--- config.mk ---
export PLATFORM = sky130hd
export DESIGN_NAME = frame_delta_rle_decoder_top
export DESIGN_NICKNAME = d
export VERILOG_FILES = /design/src/design/fdrle_pkg.sv /design/src/design/fdrle_in_stage.sv /design/src/design/fdrle_parser.sv /design/src/design/fdrle_out_stage.sv /design/src/design/frame_delta_rle_decoder_top.sv
export SDC_FILE = /design/constraint.sdc
export NUM_CORES = 1
export LEC_CHECK = 0
export ABC_CLOCK_PERIOD_IN_PS = 5670
export BUFFER_PORTS_ARGS = -buffer_cell sky130_fd_sc_hd__buf_2
export CELL_PAD_IN_SITES_DETAIL_PLACEMENT = 1
export CELL_PAD_IN_SITES_GLOBAL_PLACEMENT = 1
export CORE_MARGIN = 8
export CORE_UTILIZATION = 46
export DETAILED_ROUTE_END_ITERATION = 16
export PLACE_DENSITY = 0.87
export SLEW_MARGIN = 15
export SYNTH_ARGS = -nofsm -noshare
export SYNTH_HDL_FRONTEND = slang
export SYNTH_HIERARCHICAL = 1
export SYNTH_SLANG_ARGS = --single-unit
export TNS_END_PERCENT = 100
--- constraint.sdc ---
create_clock -name i_clk -period 5.67 [get_ports i_clk]
set_clock_uncertainty 0.1 [all_clocks]
set_input_delay 0 -clock i_clk [delete_from_list [all_inputs] [get_ports i_clk]]
set_output_delay 0 -clock i_clk [all_outputs]
set_load 0.01 [all_outputs]
--- src/design/fdrle_pkg.sv ---
package fdrle_pkg;

    // opcodes of the coded stream
    localparam logic [7:0] OP_END       = 8'h00;
    localparam logic [7:0] OP_END_ALT   = 8'h13;
    localparam logic [7:0] OP_SKIP_ONE  = 8'h02;
    localparam logic [7:0] OP_SKIP_B    = 8'h03;
    localparam logic [7:0] OP_SKIP_W    = 8'h04;
    localparam logic [7:0] OP_LIT_FIRST = 8'h06;
    localparam logic [7:0] OP_LIT_LAST  = 8'h0a;
    localparam logic [7:0] OP_LIT_B     = 8'h0b;
    localparam logic [7:0] OP_LIT_W     = 8'h0c;
    localparam logic [7:0] OP_FILL_FIRST = 8'h0d;
    localparam logic [7:0] OP_FILL_LAST = 8'h10;
    localparam logic [7:0] OP_FILL_B    = 8'h11;
    localparam logic [7:0] OP_FILL_W    = 8'h12;

    // count bias of the short opcodes
    localparam logic [7:0] LIT_BIAS  = 8'h05;
    localparam logic [7:0] FILL_BIAS = 8'h0b;

    localparam logic [15:0] FRAME_WORDS_RST = 16'd32000;

    localparam logic KIND_WRITE = 1'b0;
    localparam logic KIND_END   = 1'b1;

    typedef enum logic [4:0] {
        PH_OP     = 5'b00001,
        PH_CNT_LO = 5'b00010,
        PH_CNT_HI = 5'b00100,
        PH_VAL_LO = 5'b01000,
        PH_VAL_HI = 5'b10000
    } t_phase;

    typedef struct packed {
        logic        kind;
        logic [14:0] word_addr;
        logic [16:0] run_count;
        logic [15:0] run_value;
        logic        overrun;
    } t_result;

endpackage

--- src/design/fdrle_in_stage.sv ---
module fdrle_in_stage (
    input  logic       i_clk,
    input  logic       i_rst_n,
    input  logic       s_axis_tvalid,
    output logic       s_axis_tready,
    input  logic [7:0] s_axis_tdata,
    input  logic       i_drain,
    output logic       o_fire,
    output logic [7:0] o_byte
);

    logic       r_valid;
    logic [7:0] r_byte;

    // the held byte moves on whenever the result side has room
    assign o_fire        = r_valid && i_drain;
    assign s_axis_tready = !r_valid || i_drain;
    assign o_byte        = r_byte;

    always_ff @(posedge i_clk) begin
        if (!i_rst_n) begin
            r_valid <= 1'b0;
        end else if (s_axis_tready) begin
            r_valid <= s_axis_tvalid;
        end
    end

    always_ff @(posedge i_clk) begin
        if (s_axis_tvalid && s_axis_tready) begin
            r_byte <= s_axis_tdata;
        end
    end

endmodule

--- src/design/fdrle_parser.sv ---
module fdrle_parser (
    input  logic             i_clk,
    input  logic             i_rst_n,
    input  logic             i_fire,
    input  logic [7:0]       i_byte,
    input  logic [15:0]      i_limit,
    output logic             o_res_valid,
    output fdrle_pkg::t_result o_res
);

    import fdrle_pkg::*;

    t_phase      r_phase,    n_phase;
    logic [4:0]  r_opcode,   n_opcode;
    logic [7:0]  r_low_byte, n_low_byte;
    logic [16:0] r_count,    n_count;
    logic [16:0] r_lit_left, n_lit_left;
    logic [15:0] r_word_ptr, n_word_ptr;
    logic        r_overrun,  n_overrun;

    logic [7:0]  op8;
    logic [15:0] operand;
    logic [16:0] cnt_short;
    logic [16:0] cnt_long;
    logic [16:0] lit_dec;
    logic        is_lit_op;

    // shared advance / write unit controls
    logic        adv_en;
    logic        wr_en;
    logic        end_en;
    logic [16:0] adv_n;
    logic        ptr_in;
    logic [15:0] room;
    logic        over;

    assign op8       = {3'b000, r_opcode};
    assign operand   = {i_byte, r_low_byte};
    assign cnt_short = {9'd0, i_byte} + 17'd1;
    assign cnt_long  = {1'b0, operand} + 17'd1;
    assign lit_dec   = r_lit_left - 17'd1;
    assign is_lit_op = (op8 >= OP_LIT_FIRST) && (op8 <= OP_LIT_W);

    // decode of one byte against the parser phase
    always_comb begin
        n_phase    = r_phase;
        n_opcode   = r_opcode;
        n_low_byte = r_low_byte;
        n_count    = r_count;
        n_lit_left = r_lit_left;
        adv_en     = 1'b0;
        wr_en      = 1'b0;
        end_en     = 1'b0;
        adv_n      = 17'd1;
        case (r_phase)
            PH_CNT_LO: begin
                if (op8 == OP_SKIP_B || op8 == OP_LIT_B || op8 == OP_FILL_B) begin
                    if (op8 == OP_SKIP_B) begin
                        adv_en  = 1'b1;
                        adv_n   = cnt_short;
                        n_phase = PH_OP;
                    end else begin
                        n_lit_left = cnt_short;
                        n_count    = cnt_short;
                        n_phase    = PH_VAL_LO;
                    end
                end else begin
                    n_low_byte = i_byte;
                    n_phase    = PH_CNT_HI;
                end
            end
            PH_CNT_HI: begin
                if (op8 == OP_SKIP_W) begin
                    adv_en  = 1'b1;
                    adv_n   = cnt_long;
                    n_phase = PH_OP;
                end else begin
                    n_lit_left = cnt_long;
                    n_count    = cnt_long;
                    n_phase    = PH_VAL_LO;
                end
            end
            PH_VAL_LO: begin
                n_low_byte = i_byte;
                n_phase    = PH_VAL_HI;
            end
            PH_VAL_HI: begin
                adv_en = 1'b1;
                wr_en  = 1'b1;
                if (is_lit_op) begin
                    adv_n      = 17'd1;
                    n_lit_left = lit_dec;
                    n_phase    = (lit_dec == 17'd0) ? PH_OP : PH_VAL_LO;
                end else begin
                    adv_n   = r_count;
                    n_phase = PH_OP;
                end
            end
            default: begin
                n_phase  = PH_OP;
                n_opcode = i_byte[4:0];
                if (i_byte == OP_END || i_byte == OP_END_ALT) begin
                    end_en = 1'b1;
                end else if (i_byte == OP_SKIP_ONE) begin
                    adv_en = 1'b1;
                end else if (i_byte == OP_SKIP_B || i_byte == OP_SKIP_W ||
                             i_byte == OP_LIT_B || i_byte == OP_LIT_W ||
                             i_byte == OP_FILL_B || i_byte == OP_FILL_W) begin
                    n_phase = PH_CNT_LO;
                end else if (i_byte >= OP_LIT_FIRST && i_byte <= OP_LIT_LAST) begin
                    n_lit_left = {9'd0, i_byte - LIT_BIAS};
                    n_phase    = PH_VAL_LO;
                end else if (i_byte >= OP_FILL_FIRST && i_byte <= OP_FILL_LAST) begin
                    n_count = {9'd0, i_byte - FILL_BIAS};
                    n_phase = PH_VAL_LO;
                end
            end
        endcase
    end

    // pointer advance with clipping at the frame limit
    assign ptr_in = r_word_ptr < i_limit;
    assign room   = ptr_in ? (i_limit - r_word_ptr) : 16'd0;
    assign over   = adv_n > {1'b0, room};

    always_comb begin
        n_word_ptr = r_word_ptr;
        n_overrun  = r_overrun;
        o_res_valid = 1'b0;
        o_res       = '0;
        if (end_en) begin
            o_res_valid   = 1'b1;
            o_res.kind    = KIND_END;
            o_res.overrun = r_overrun;
            n_word_ptr    = 16'd0;
            n_overrun     = 1'b0;
        end else if (adv_en) begin
            if (over) begin
                n_overrun  = 1'b1;
                n_word_ptr = ptr_in ? i_limit : r_word_ptr;
            end else begin
                n_word_ptr = r_word_ptr + adv_n[15:0];
            end
            if (wr_en && ptr_in) begin
                o_res_valid     = 1'b1;
                o_res.kind      = KIND_WRITE;
                o_res.word_addr = r_word_ptr[14:0];
                o_res.run_count = over ? {1'b0, room} : adv_n;
                o_res.run_value = operand;
            end
        end
    end

    always_ff @(posedge i_clk) begin
        if (!i_rst_n) begin
            r_phase    <= PH_OP;
            r_opcode   <= 5'd0;
            r_low_byte <= 8'd0;
            r_count    <= 17'd0;
            r_lit_left <= 17'd0;
            r_word_ptr <= 16'd0;
            r_overrun  <= 1'b0;
        end else if (i_fire) begin
            r_phase    <= n_phase;
            r_opcode   <= n_opcode;
            r_low_byte <= n_low_byte;
            r_count    <= n_count;
            r_lit_left <= n_lit_left;
            r_word_ptr <= n_word_ptr;
            r_overrun  <= n_overrun;
        end
    end

endmodule

--- src/design/fdrle_out_stage.sv ---
module fdrle_out_stage (
    input  logic               i_clk,
    input  logic               i_rst_n,
    input  logic               i_fire,
    input  logic               i_res_valid,
    input  fdrle_pkg::t_result i_res,
    output logic               o_drain,
    output logic               m_axis_tvalid,
    input  logic               m_axis_tready,
    output logic [55:0]        m_axis_tdata,
    output logic [0:0]         m_axis_tuser
);

    import fdrle_pkg::*;

    logic    r_valid;
    t_result r_res;

    // room for a new result: empty, or the held one leaves this cycle
    assign o_drain       = !r_valid || m_axis_tready;
    assign m_axis_tvalid = r_valid;
    assign m_axis_tuser  = r_res.kind;
    assign m_axis_tdata  = {7'd0, r_res.overrun, r_res.run_value,
                            r_res.run_count, r_res.word_addr};

    always_ff @(posedge i_clk) begin
        if (!i_rst_n) begin
            r_valid <= 1'b0;
        end else if (i_fire && i_res_valid) begin
            r_valid <= 1'b1;
        end else if (m_axis_tready) begin
            r_valid <= 1'b0;
        end
    end

    always_ff @(posedge i_clk) begin
        if (i_fire && i_res_valid) begin
            r_res <= i_res;
        end
    end

endmodule

--- src/design/frame_delta_rle_decoder_top.sv ---
// channel   | dir | tdata (lsb first)                                  | tuser
// ----------+-----+----------------------------------------------------+-----------
// s_axis    | in  | in_byte[7:0]                                       | -
// m_axis    | out | word_addr[14:0] run_count[16:0] run_value[15:0]    | kind[0]
//           |     | overrun[1] zero pad to 56 bits                     |
// cfg       | in  | i_cfg_wr_en / i_cfg_wr_data = frame_words[15:0]    | -
//
// one byte per cycle sustained while m_axis accepts; each byte is held in the input register,
// the parser decodes it combinationally and its result is registered into the output register
// at the same edge that moves the parser state on
// the parser state update (subtract, compare and add on the word pointer) sets the cycle
// synchronous active-low reset clears parser state, pointer, overrun flag and sets
// frame_words to 32000
// a stalled m_axis holds the output register; the input register then holds its byte
module frame_delta_rle_decoder_top #(
    parameter int MAX_FRAME_WORDS = 32768
) (
    input  logic        i_clk,
    input  logic        i_rst_n,
    // configuration: frame_words
    input  logic        i_cfg_wr_en,
    input  logic [15:0] i_cfg_wr_data,
    // coded byte stream
    input  logic        s_axis_tvalid,
    output logic        s_axis_tready,
    input  logic [7:0]  s_axis_tdata,   // in_byte[7:0]
    // run / end-of-frame results
    output logic        m_axis_tvalid,
    input  logic        m_axis_tready,
    output logic [55:0] m_axis_tdata,   // word_addr, run_count, run_value, overrun
    output logic [0:0]  m_axis_tuser    // kind
);

    import fdrle_pkg::*;

    localparam logic [16:0] MAX_WORDS = 17'(MAX_FRAME_WORDS);

    logic [15:0] r_frame_words;
    logic [15:0] limit;
    logic        drain;
    logic        fire;
    logic [7:0]  byte_q;
    logic        res_valid;
    t_result     res;

    // frame_words register, to be written only while no byte is in flight
    always_ff @(posedge i_clk) begin
        if (!i_rst_n) begin
            r_frame_words <= FRAME_WORDS_RST;
        end else if (i_cfg_wr_en) begin
            r_frame_words <= i_cfg_wr_data;
        end
    end

    // effective limit: frame_words capped at the largest frame
    assign limit = ({1'b0, r_frame_words} > MAX_WORDS) ? MAX_WORDS[15:0] : r_frame_words;

    fdrle_in_stage u_in (
        .i_clk         (i_clk),
        .i_rst_n       (i_rst_n),
        .s_axis_tvalid (s_axis_tvalid),
        .s_axis_tready (s_axis_tready),
        .s_axis_tdata  (s_axis_tdata),
        .i_drain       (drain),
        .o_fire        (fire),
        .o_byte        (byte_q)
    );

    fdrle_parser u_parser (
        .i_clk       (i_clk),
        .i_rst_n     (i_rst_n),
        .i_fire      (fire),
        .i_byte      (byte_q),
        .i_limit     (limit),
        .o_res_valid (res_valid),
        .o_res       (res)
    );

    fdrle_out_stage u_out (
        .i_clk         (i_clk),
        .i_rst_n       (i_rst_n),
        .i_fire        (fire),
        .i_res_valid   (res_valid),
        .i_res         (res),
        .o_drain       (drain),
        .m_axis_tvalid (m_axis_tvalid),
        .m_axis_tready (m_axis_tready),
        .m_axis_tdata  (m_axis_tdata),
        .m_axis_tuser  (m_axis_tuser)
    );

endmodule
# Word level (Yosys, flattened, before mapping)
# Index checks and enable logic that the tools add are counted.
# word_totals
regBits	145
latchBits	0
mem_bits_rw	0
rom_bits	0
inputBits	29
out_inout_bits	59
elab_cells	161
memories	0
# op_classes
n_addsub	7
mul	0
div	0
n_lt_le_gt_ge	9
n_eq_ne	29
shifts	0
n_mux	57
n_bitwise	5
n_reduce_logical	37
# ops
cell	n
$mux W17	18
$pmux W17 S3	2
$mux W16	6
$pmux W17 S4	1
$mux W5	5
$eq A8 B5 Y1 const B	3
$mux W4	5
$pmux W5 S4	1
$reduce_and A10 Y1	2
$add A16 B1 Y17 const B	1
$gt A17 B16 Y1	1
$logic_not A17 Y1	1
$sub A17 B1 Y17 const B	1
$add A16 B16 Y16	1
$eq A8 B2 Y1 const B	2
$eq A8 B4 Y1 const B	2
$gt A16 B16 Y1 const B	1
$lt A16 B16 Y1	1
$mux W1	16
$pmux W8 S2	1
$sub A16 B16 Y16	1
$ne A3 B3 Y1 const B	4
$ne A4 B4 Y1 const B	3
$eq A5 B2 Y1 const B	2
other kinds (31)	63

# Depth between registers and ports, before layout
# depth
depth_word	10
ltp_mapped	23
mapped_depth_nobuf	20

# By module
# Netlist, hierarchy kept.
# modules_own_cells
module	n_inst	cells_per_inst	area_per_inst_um2
fdrle_parser	1	959	6894.1
fdrle_out_stage	1	63	1610.3
frame_delta_rle_decoder_top	1	68	706.9
fdrle_in_stage	1	14	305.3

# Worst setup path before layout
# OpenSTA, ideal clock, no wires.
# synth_timing
path_type	register to register
start	reg r_frame_words[15]
end	reg u_out.r_res (netlist bit u_out/m_axis_tdata[28]), data pin
arrival_time_ns	4.695
required_time_ns	5.314
slack_ns	0.619
path_stages_with_launch	22
synth_period_minus_slack_ns	5.051
path_cell_list	dfxtp_1 buf_2 nor2b_1 inv_1 ha_1 fa_1 nand2b_1 a21oi_1 nor3_1 nor2_1 a21o_1 clkbuf_1 clkbuf_1 nand2_1 ha_1 nand4_1 nor4_1 nand2_1 a221oi_4 buf_2 nor2_1 a22o_1
# synth_via
elab_chain_len	6
elab_cells_between_ends	10
# synth_rtl
element	line_no	text
from (decl)	frame_delta_rle_decoder_top.sv:38	logic [15:0] r_frame_words;
from (signal assigned)	frame_delta_rle_decoder_top.sv:51	r_frame_words <= i_cfg_wr_data;
$gt A16 B16 Y1 (*)	frame_delta_rle_decoder_top.sv:56	assign limit = ({1'b0, r_frame_words} > MAX_WORDS) ? MAX_WORDS[15:0] : r_frame_words;
$mux W16 (*)	frame_delta_rle_decoder_top.sv:56	
named net limit[0]	frame_delta_rle_decoder_top.sv:39	logic [15:0] limit;
$sub A16 B16 Y16 / $lt A16 B16 Y1 (equally long branches)	fdrle_parser.sv:123, fdrle_parser.sv:122	
$mux W16 / $logic_and A1 B1 Y1 (equally long branches)	fdrle_parser.sv:123, fdrle_parser.sv:144	
$gt A17 B16 Y1 / $not A1 Y1 (equally long branches)	-	
$mux W17 / $reduce_or A3 Y1 (equally long branches)	-	
to (signal assigned)	fdrle_out_stage.sv:38	r_res <= i_res;
to (decl)	fdrle_out_stage.sv:17	t_result r_res;
# The timed path passes the listed nets; every way through them passes the cells marked *.
# A chain may end at the register's enable or synchronous reset.

# Final worst setup path
# layout_timing
start	reg r_frame_words[15]
end	reg u_parser.r_word_ptr[8]
# layout_via
elab_chain_len	8
elab_cells_between_ends	12
# layout_rtl
element	line_no	text
$gt A16 B16 Y1 (*)	frame_delta_rle_decoder_top.sv:56	
$mux W16 (*)	frame_delta_rle_decoder_top.sv:56	
named net limit[0]	frame_delta_rle_decoder_top.sv:39	
$sub A16 B16 Y16 / $lt A16 B16 Y1 (equally long branches)	fdrle_parser.sv:123, fdrle_parser.sv:122	
$mux W16	fdrle_parser.sv:123	assign room = ptr_in ? (i_limit - r_word_ptr) : 16'd0;
$gt A17 B16 Y1	fdrle_parser.sv:124	assign over = adv_n > {1'b0, room};
$mux W16	fdrle_parser.sv:138	if (over) begin
$mux W16	fdrle_parser.sv:137	end else if (adv_en) begin
$mux W16	fdrle_parser.sv:131	if (end_en) begin
to (signal assigned)	fdrle_parser.sv:169	r_word_ptr <= n_word_ptr;
to (decl)	fdrle_parser.sv:18	logic [15:0] r_word_ptr, n_word_ptr;
# The timed path passes the listed nets; every way through them passes the cells marked *. The select of a mux whose other input is x is not followed.

==> tab_implementation.tex <==
\begin{tabular}{lr}
\hline
Metric & Value \\
\hline
\multicolumn{2}{l}{\textbf{Die}} \\
\quad DIE AREA & 25550 um\^{}2 \\
\quad Die span in y & 159.8 um \\
\quad Number of placement rows & 52 \\
\quad Num ports & between 80 and 90 \\
\quad Die width & 159.8 um \\
\quad Initial cell density of the core & between 40\% and 50\% \\
\quad Core area & 20300 um\^{}2 \\
\multicolumn{2}{l}{\textbf{Synth}} \\
\quad Post-synthesis share of cell area spent on full adders, half adders and majority gates & 7.652\% \\
\quad Mean cell area of the mapped netlist & 8.620 um\^{}2 \\
\quad Compound-cell area share of the yosys netlist & 18.22\% \\
\quad Post-Synth Simple-Gate Area & about 22\% \\
\quad Mapped Area & 9517 um\^{}2 \\
\quad Fraction of registers with async set or reset after synthesis & 0\% \\
\quad Primary flip-flop cell chosen by synthesis mapping & sky130\_fd\_sc\_hd\_\_dfxtp\_1 \\
\quad Count of state elements after synthesis & 145 \\
\quad Largest family of logic cells by synthesized area & simple AND/OR/NAND/NOR gates \\
\quad XOR/XNOR share of the synthesized area & 5.798\% \\
\quad EDFF count, synth & 58 \\
\quad Yosys warning count & 6 \\
\quad Post-Syn Instances & between 1000 and 1500 \\
\quad Cell variety after synth & 88 \\
\quad Multiplexer area fraction after synthesis & 4.536\% \\
\quad Register area share after synthesis & 36.60\% \\
\multicolumn{2}{l}{\textbf{Cells and area}} \\
\quad Count of inserted antenna diode cells & 0 \\
\quad Utilization of the core after routing & between 50 and 60\% \\
\quad Most common library cell in the layout ignoring fill and taps & sky130\_fd\_sc\_hd\_\_nor2\_1 \\
\quad Layout net count & $\sim$1300 \\
\quad Finished layout cell area & 11080 um\^{}2 \\
\quad Highest-count cells in the layout ignoring fill and taps & sky130\_fd\_sc\_hd\_\_nor2\_1, sky130\_fd\_sc\_hd\_\_nand2\_1, sky130\_fd\_sc\_hd\_\_dfxtp\_1, sky130\_fd\_sc\_hd\_\_buf\_2, sky130\_fd\_sc\_hd\_\_a21oi\_1 \\
\quad Fraction of final layout cells sized beyond drive strength 1 & between 10\% and 20\% \\
\quad Signed area change from the synthesized netlist to the final layout & 16.41\% \\
\quad Layout Cells excl Fill & 1480 \\
\multicolumn{2}{l}{\textbf{Clock tree}} \\
\quad TritonCTS Sinks & 145 \\
\quad Clock Root Buffer & sky130\_fd\_sc\_hd\_\_clkbuf\_16 \\
\quad CTS tree & done \\
\quad Source-to-sink clock delay at the later pin of the worst-skew pair & around 0.44 ns \\
\quad Number of CTS-inserted buffers & 17 \\
\quad Clock Tree Buf Depth & 2 \\
\quad H-Tree Level Count & 4 \\
\quad Clock slew at the register clock pins of the worst setup and hold paths & 0.07 ns \\
\multicolumn{2}{l}{\textbf{STA}} \\
\quad Post-route fraction of the period consumed by the critical path & between 90\% and 100\% \\
\quad Final hold violation count & 0 \\
\quad Highest Clock Rate & 186.7 MHz \\
\quad Transition time at the pin with the least slew margin & about 1.2 ns \\
\quad Relative slew margins & 21.21\% \\
\quad TNS Setup & 0 ns \\
\quad Final setup violation count & 0 \\
\quad Final critical-path setup slack & roughly 0.32 ns \\
\quad Final period demand of the worst path & 5.355 ns \\
\quad Number of pins with negative max-slew slack in the final report & 0 \\
\quad Unrepaired setup endpoints after global routing & false \\
\multicolumn{2}{l}{\textbf{Global route}} \\
\quad First-pass GRT wire length & 54.80 mm \\
\quad Total GRT Usage & between 20\% and 30\% \\
\quad Vias in the first global route & 9960 \\
\quad Initial antenna violation count & 0 \\
\quad Largest net degree at the start of global routing & 36 \\
\quad Overflow left after global routing & 0 \\
\multicolumn{2}{l}{\textbf{Routing}} \\
\quad Total routed wire length on the met1 layer & 13.95 mm \\
\quad Met2 WL post-DR & 16.47 mm \\
\quad Highest routing layer actually used & met4 \\
\quad Number of vias per cell after detailed routing & $\sim$6.3 \\
\quad Detail Route Antenna Nets & 0 \\
\quad Wire length reported by the detailed router & 34.65 mm \\
\quad Iteration-0 DRC Markers & $\sim$840 \\
\quad Routed via count & 9379 \\
\quad Routed length per instance & between 20 and 25 um \\
\quad Detailed Routing Iterations Pass 1 & 5 \\
\quad Total met3 wirelength after detailed routing & roughly 2.7 mm \\
\quad DRC & 0 \\
\multicolumn{2}{l}{\textbf{Setup path}} \\
\quad Reg2Reg Launch Point & r\_frame\_words[15] \\
\quad Endpoint arrival time on the critical path & between 5 and 6 ns \\
\quad Critical path class & register to register \\
\quad Critical register-to-register path endpoint & u\_parser/r\_word\_ptr[8] \\
\quad Largest fanout on the critical path & 18 \\
\quad Critical path endpoint category & register \\
\quad Data required, critical path & 5.90 ns \\
\quad Worst-case reg-to-reg path depth & 22 \\
\quad Reg-to-reg setup timing slack & 0.32 ns \\
\quad Critical Path Source Type & register \\
\multicolumn{2}{l}{\textbf{Hold path}} \\
\quad Worst Hold End & u\_parser/r\_phase[0] \\
\quad Start point of the worst hold path & i\_rst\_n \\
\quad Worst min path class & input port to register \\
\quad Hold-critical path depth & 2 \\
\multicolumn{2}{l}{\textbf{Place}} \\
\quad Cell area after placement & 10060 um\^{}2 \\
\quad Sum of net half-perimeters after detailed placement & 22.66 mm \\
\quad Placer Congestion & 0.9076 \\
\quad Placed Instances & 1409 \\
\quad Post-Place Worst Slack & $\sim$0.41 ns \\
\quad Count of port buffers added during placement & 80 \\
\multicolumn{2}{l}{\textbf{Job}} \\
\quad Max-Cap Viols & 0 \\
\multicolumn{2}{l}{\textbf{Pwr}} \\
\quad Power density over the cells & 242.8 nW/um\^{}2 \\
\quad Maximum resistive drop on vdd & 0.0002149 V \\
\quad Leakage power total & between 4 and 5 nW \\
\multicolumn{2}{l}{\textbf{Run status}} \\
\quad Status & complete, no violations \\
\hline
\end{tabular}
[routing by layer]
metal | vias to the layer above | global-route usage [%]
met5 | - | 0
met4 | 0 | 14.15
met3 | 135 | 5.990
met2 | 532 | 44.16
met1 | 4584 | 31.72
li1 | 4128 | -
[per-stage QoR]
stage,total power (W),hold slack (ns)
3_3_place_gp,0.001456,0.07654
6_report,0.002689,0.02834
2_1_floorplan,0.001377,-0.001131
5_1_grt,0.002770,0.04630
3_5_place_dp,0.001470,0.07879
4_1_cts,0.002675,0.004287
[kinds of logic after synthesis]
kind of cell | after synthesis
xor+xnor | 63
other cells | 2
simple gates | 437
buf+inv | 102
compound gates | 255
mux | 43
fa+ha+maj | 57
flops | 145
[cell type report]
| type | instances | area [um^2] |
|---|---|---|
| repair buffers | 137 | 945.9 |
| multi-input cells | 863 | 5583 |
| clock inverters | 13 | 148.9 |
| flip-flops and latches | 145 | 3485 |
| clock buffers | 19 | 454.2 |
| fillers | 2401 | 9221 |
| inverters | 33 | 123.9 |
| well taps | 270 | 337.8 |
[flip-flops by register name, indices dropped and copies added (netlist names)]
name / cells
r_frame_words: 16
u_in/o_byte: 8
u_in/r_valid: 1
u_out/m_axis_tdata: 49
u_out/m_axis_tuser: 1
u_out/m_axis_tvalid: 1
u_parser/r_count: 17
u_parser/r_lit_left: 17
u_parser/r_low_byte: 8
u_parser/r_opcode: 5
u_parser/r_overrun: 1
u_parser/r_phase: 5
u_parser/r_word_ptr: 16
[worst max-delay path, cell delays in order (launching register included)]
cell and delay [ns]:
sky130_fd_sc_hd__dfxtp_2 0.44, sky130_fd_sc_hd__nor2b_1 0.15, sky130_fd_sc_hd__inv_1 0.09, sky130_fd_sc_hd__ha_1 0.25
sky130_fd_sc_hd__fa_1 0.41, sky130_fd_sc_hd__nand2b_1 0.23, sky130_fd_sc_hd__a21oi_2 0.27, sky130_fd_sc_hd__nor3_1 0.11
sky130_fd_sc_hd__nor2_1 0.28, sky130_fd_sc_hd__a21o_1 0.33, sky130_fd_sc_hd__buf_4 0.26, sky130_fd_sc_hd__nand2_1 0.08
sky130_fd_sc_hd__ha_1 0.31, sky130_fd_sc_hd__nand2_1 0.10, sky130_fd_sc_hd__o21a_1 0.21, sky130_fd_sc_hd__o211a_1 0.21
sky130_fd_sc_hd__o211ai_1 0.32, sky130_fd_sc_hd__a221oi_4 0.12, sky130_fd_sc_hd__buf_4 0.21, sky130_fd_sc_hd__o41ai_4 0.21
sky130_fd_sc_hd__buf_4 0.32, sky130_fd_sc_hd__nand2_1 0.10, sky130_fd_sc_hd__o21ai_0 0.14
[power breakdown]
group          total, W  switching (W)  internal [W]
combinational  0.000383       0.000235      0.000148
sequential      0.00112      0.0000293       0.00109
clock           0.00118       0.000502      0.000681
total           0.00269       0.000766       0.00192
[repair_timing]
item                                    4_1_cts  5_1_grt
endpoints found under the setup margin        0       33
hold endpoints to repair                     34        0
hold buffers                                 39        0
buffers inserted                              0        0
gates resized for setup                       0        6
[synth_stat cells (4+ instances only)]
master | number | share of area (%)
sky130_fd_sc_hd__nand2b_1 | 8 | 0.53
sky130_fd_sc_hd__buf_4 | 10 | 0.79
sky130_fd_sc_hd__nor3_1 | 29 | 1.5
sky130_fd_sc_hd__nand3_1 | 29 | 1.5
sky130_fd_sc_hd__a21o_1 | 10 | 0.79
sky130_fd_sc_hd__edfxtp_1 | 58 | 18
sky130_fd_sc_hd__and2_1 | 4 | 0.26
sky130_fd_sc_hd__dfxtp_1 | 87 | 18
sky130_fd_sc_hd__nand4_1 | 13 | 0.85
sky130_fd_sc_hd__o221ai_1 | 8 | 0.74
sky130_fd_sc_hd__o21ai_0 | 49 | 2.6
sky130_fd_sc_hd__a211oi_1 | 22 | 1.7
sky130_fd_sc_hd__a31oi_1 | 7 | 0.46
sky130_fd_sc_hd__buf_2 | 13 | 0.68
sky130_fd_sc_hd__or3_1 | 4 | 0.26
sky130_fd_sc_hd__xor2_1 | 18 | 1.7
sky130_fd_sc_hd__o31ai_1 | 5 | 0.39
sky130_fd_sc_hd__ha_1 | 55 | 7.2
sky130_fd_sc_hd__xnor2_1 | 45 | 4.1
sky130_fd_sc_hd__buf_6 | 4 | 0.47
sky130_fd_sc_hd__nor2b_1 | 29 | 1.9
sky130_fd_sc_hd__clkbuf_1 | 36 | 1.4
sky130_fd_sc_hd__nand2_1 | 107 | 4.2
sky130_fd_sc_hd__nor4_1 | 10 | 0.66
sky130_fd_sc_hd__and3_1 | 19 | 1.2
sky130_fd_sc_hd__inv_1 | 33 | 1.3
sky130_fd_sc_hd__buf_1 | 4 | 0.16
sky130_fd_sc_hd__o22ai_1 | 6 | 0.39
sky130_fd_sc_hd__a21oi_1 | 69 | 3.6
sky130_fd_sc_hd__o31a_1 | 5 | 0.46
sky130_fd_sc_hd__nor2_1 | 154 | 6.1
sky130_fd_sc_hd__or2_2 | 5 | 0.33
sky130_fd_sc_hd__mux2i_1 | 42 | 4.4
sky130_fd_sc_hd__o21a_1 | 9 | 0.71
sky130_fd_sc_hd__o21ai_1 | 6 | 0.32
sky130_fd_sc_hd__o211ai_1 | 8 | 0.63
[worst max-delay path by stage]
stage / depth (start not counted) / end / from
after floorplan: 21 / u_out/m_axis_tdata[28] / r_frame_words[15]
after global placement: 20 / u_out/m_axis_tdata[30] / r_frame_words[15]
after detailed placement: 20 / u_out/m_axis_tdata[30] / r_frame_words[15]
after CTS: 20 / u_out/m_axis_tdata[25] / r_frame_words[15]
after global routing: 22 / u_parser/r_word_ptr[14] / r_frame_words[15]
final: 22 / u_parser/r_word_ptr[8] / r_frame_words[15]
Power figures use the tool's default switching activity.
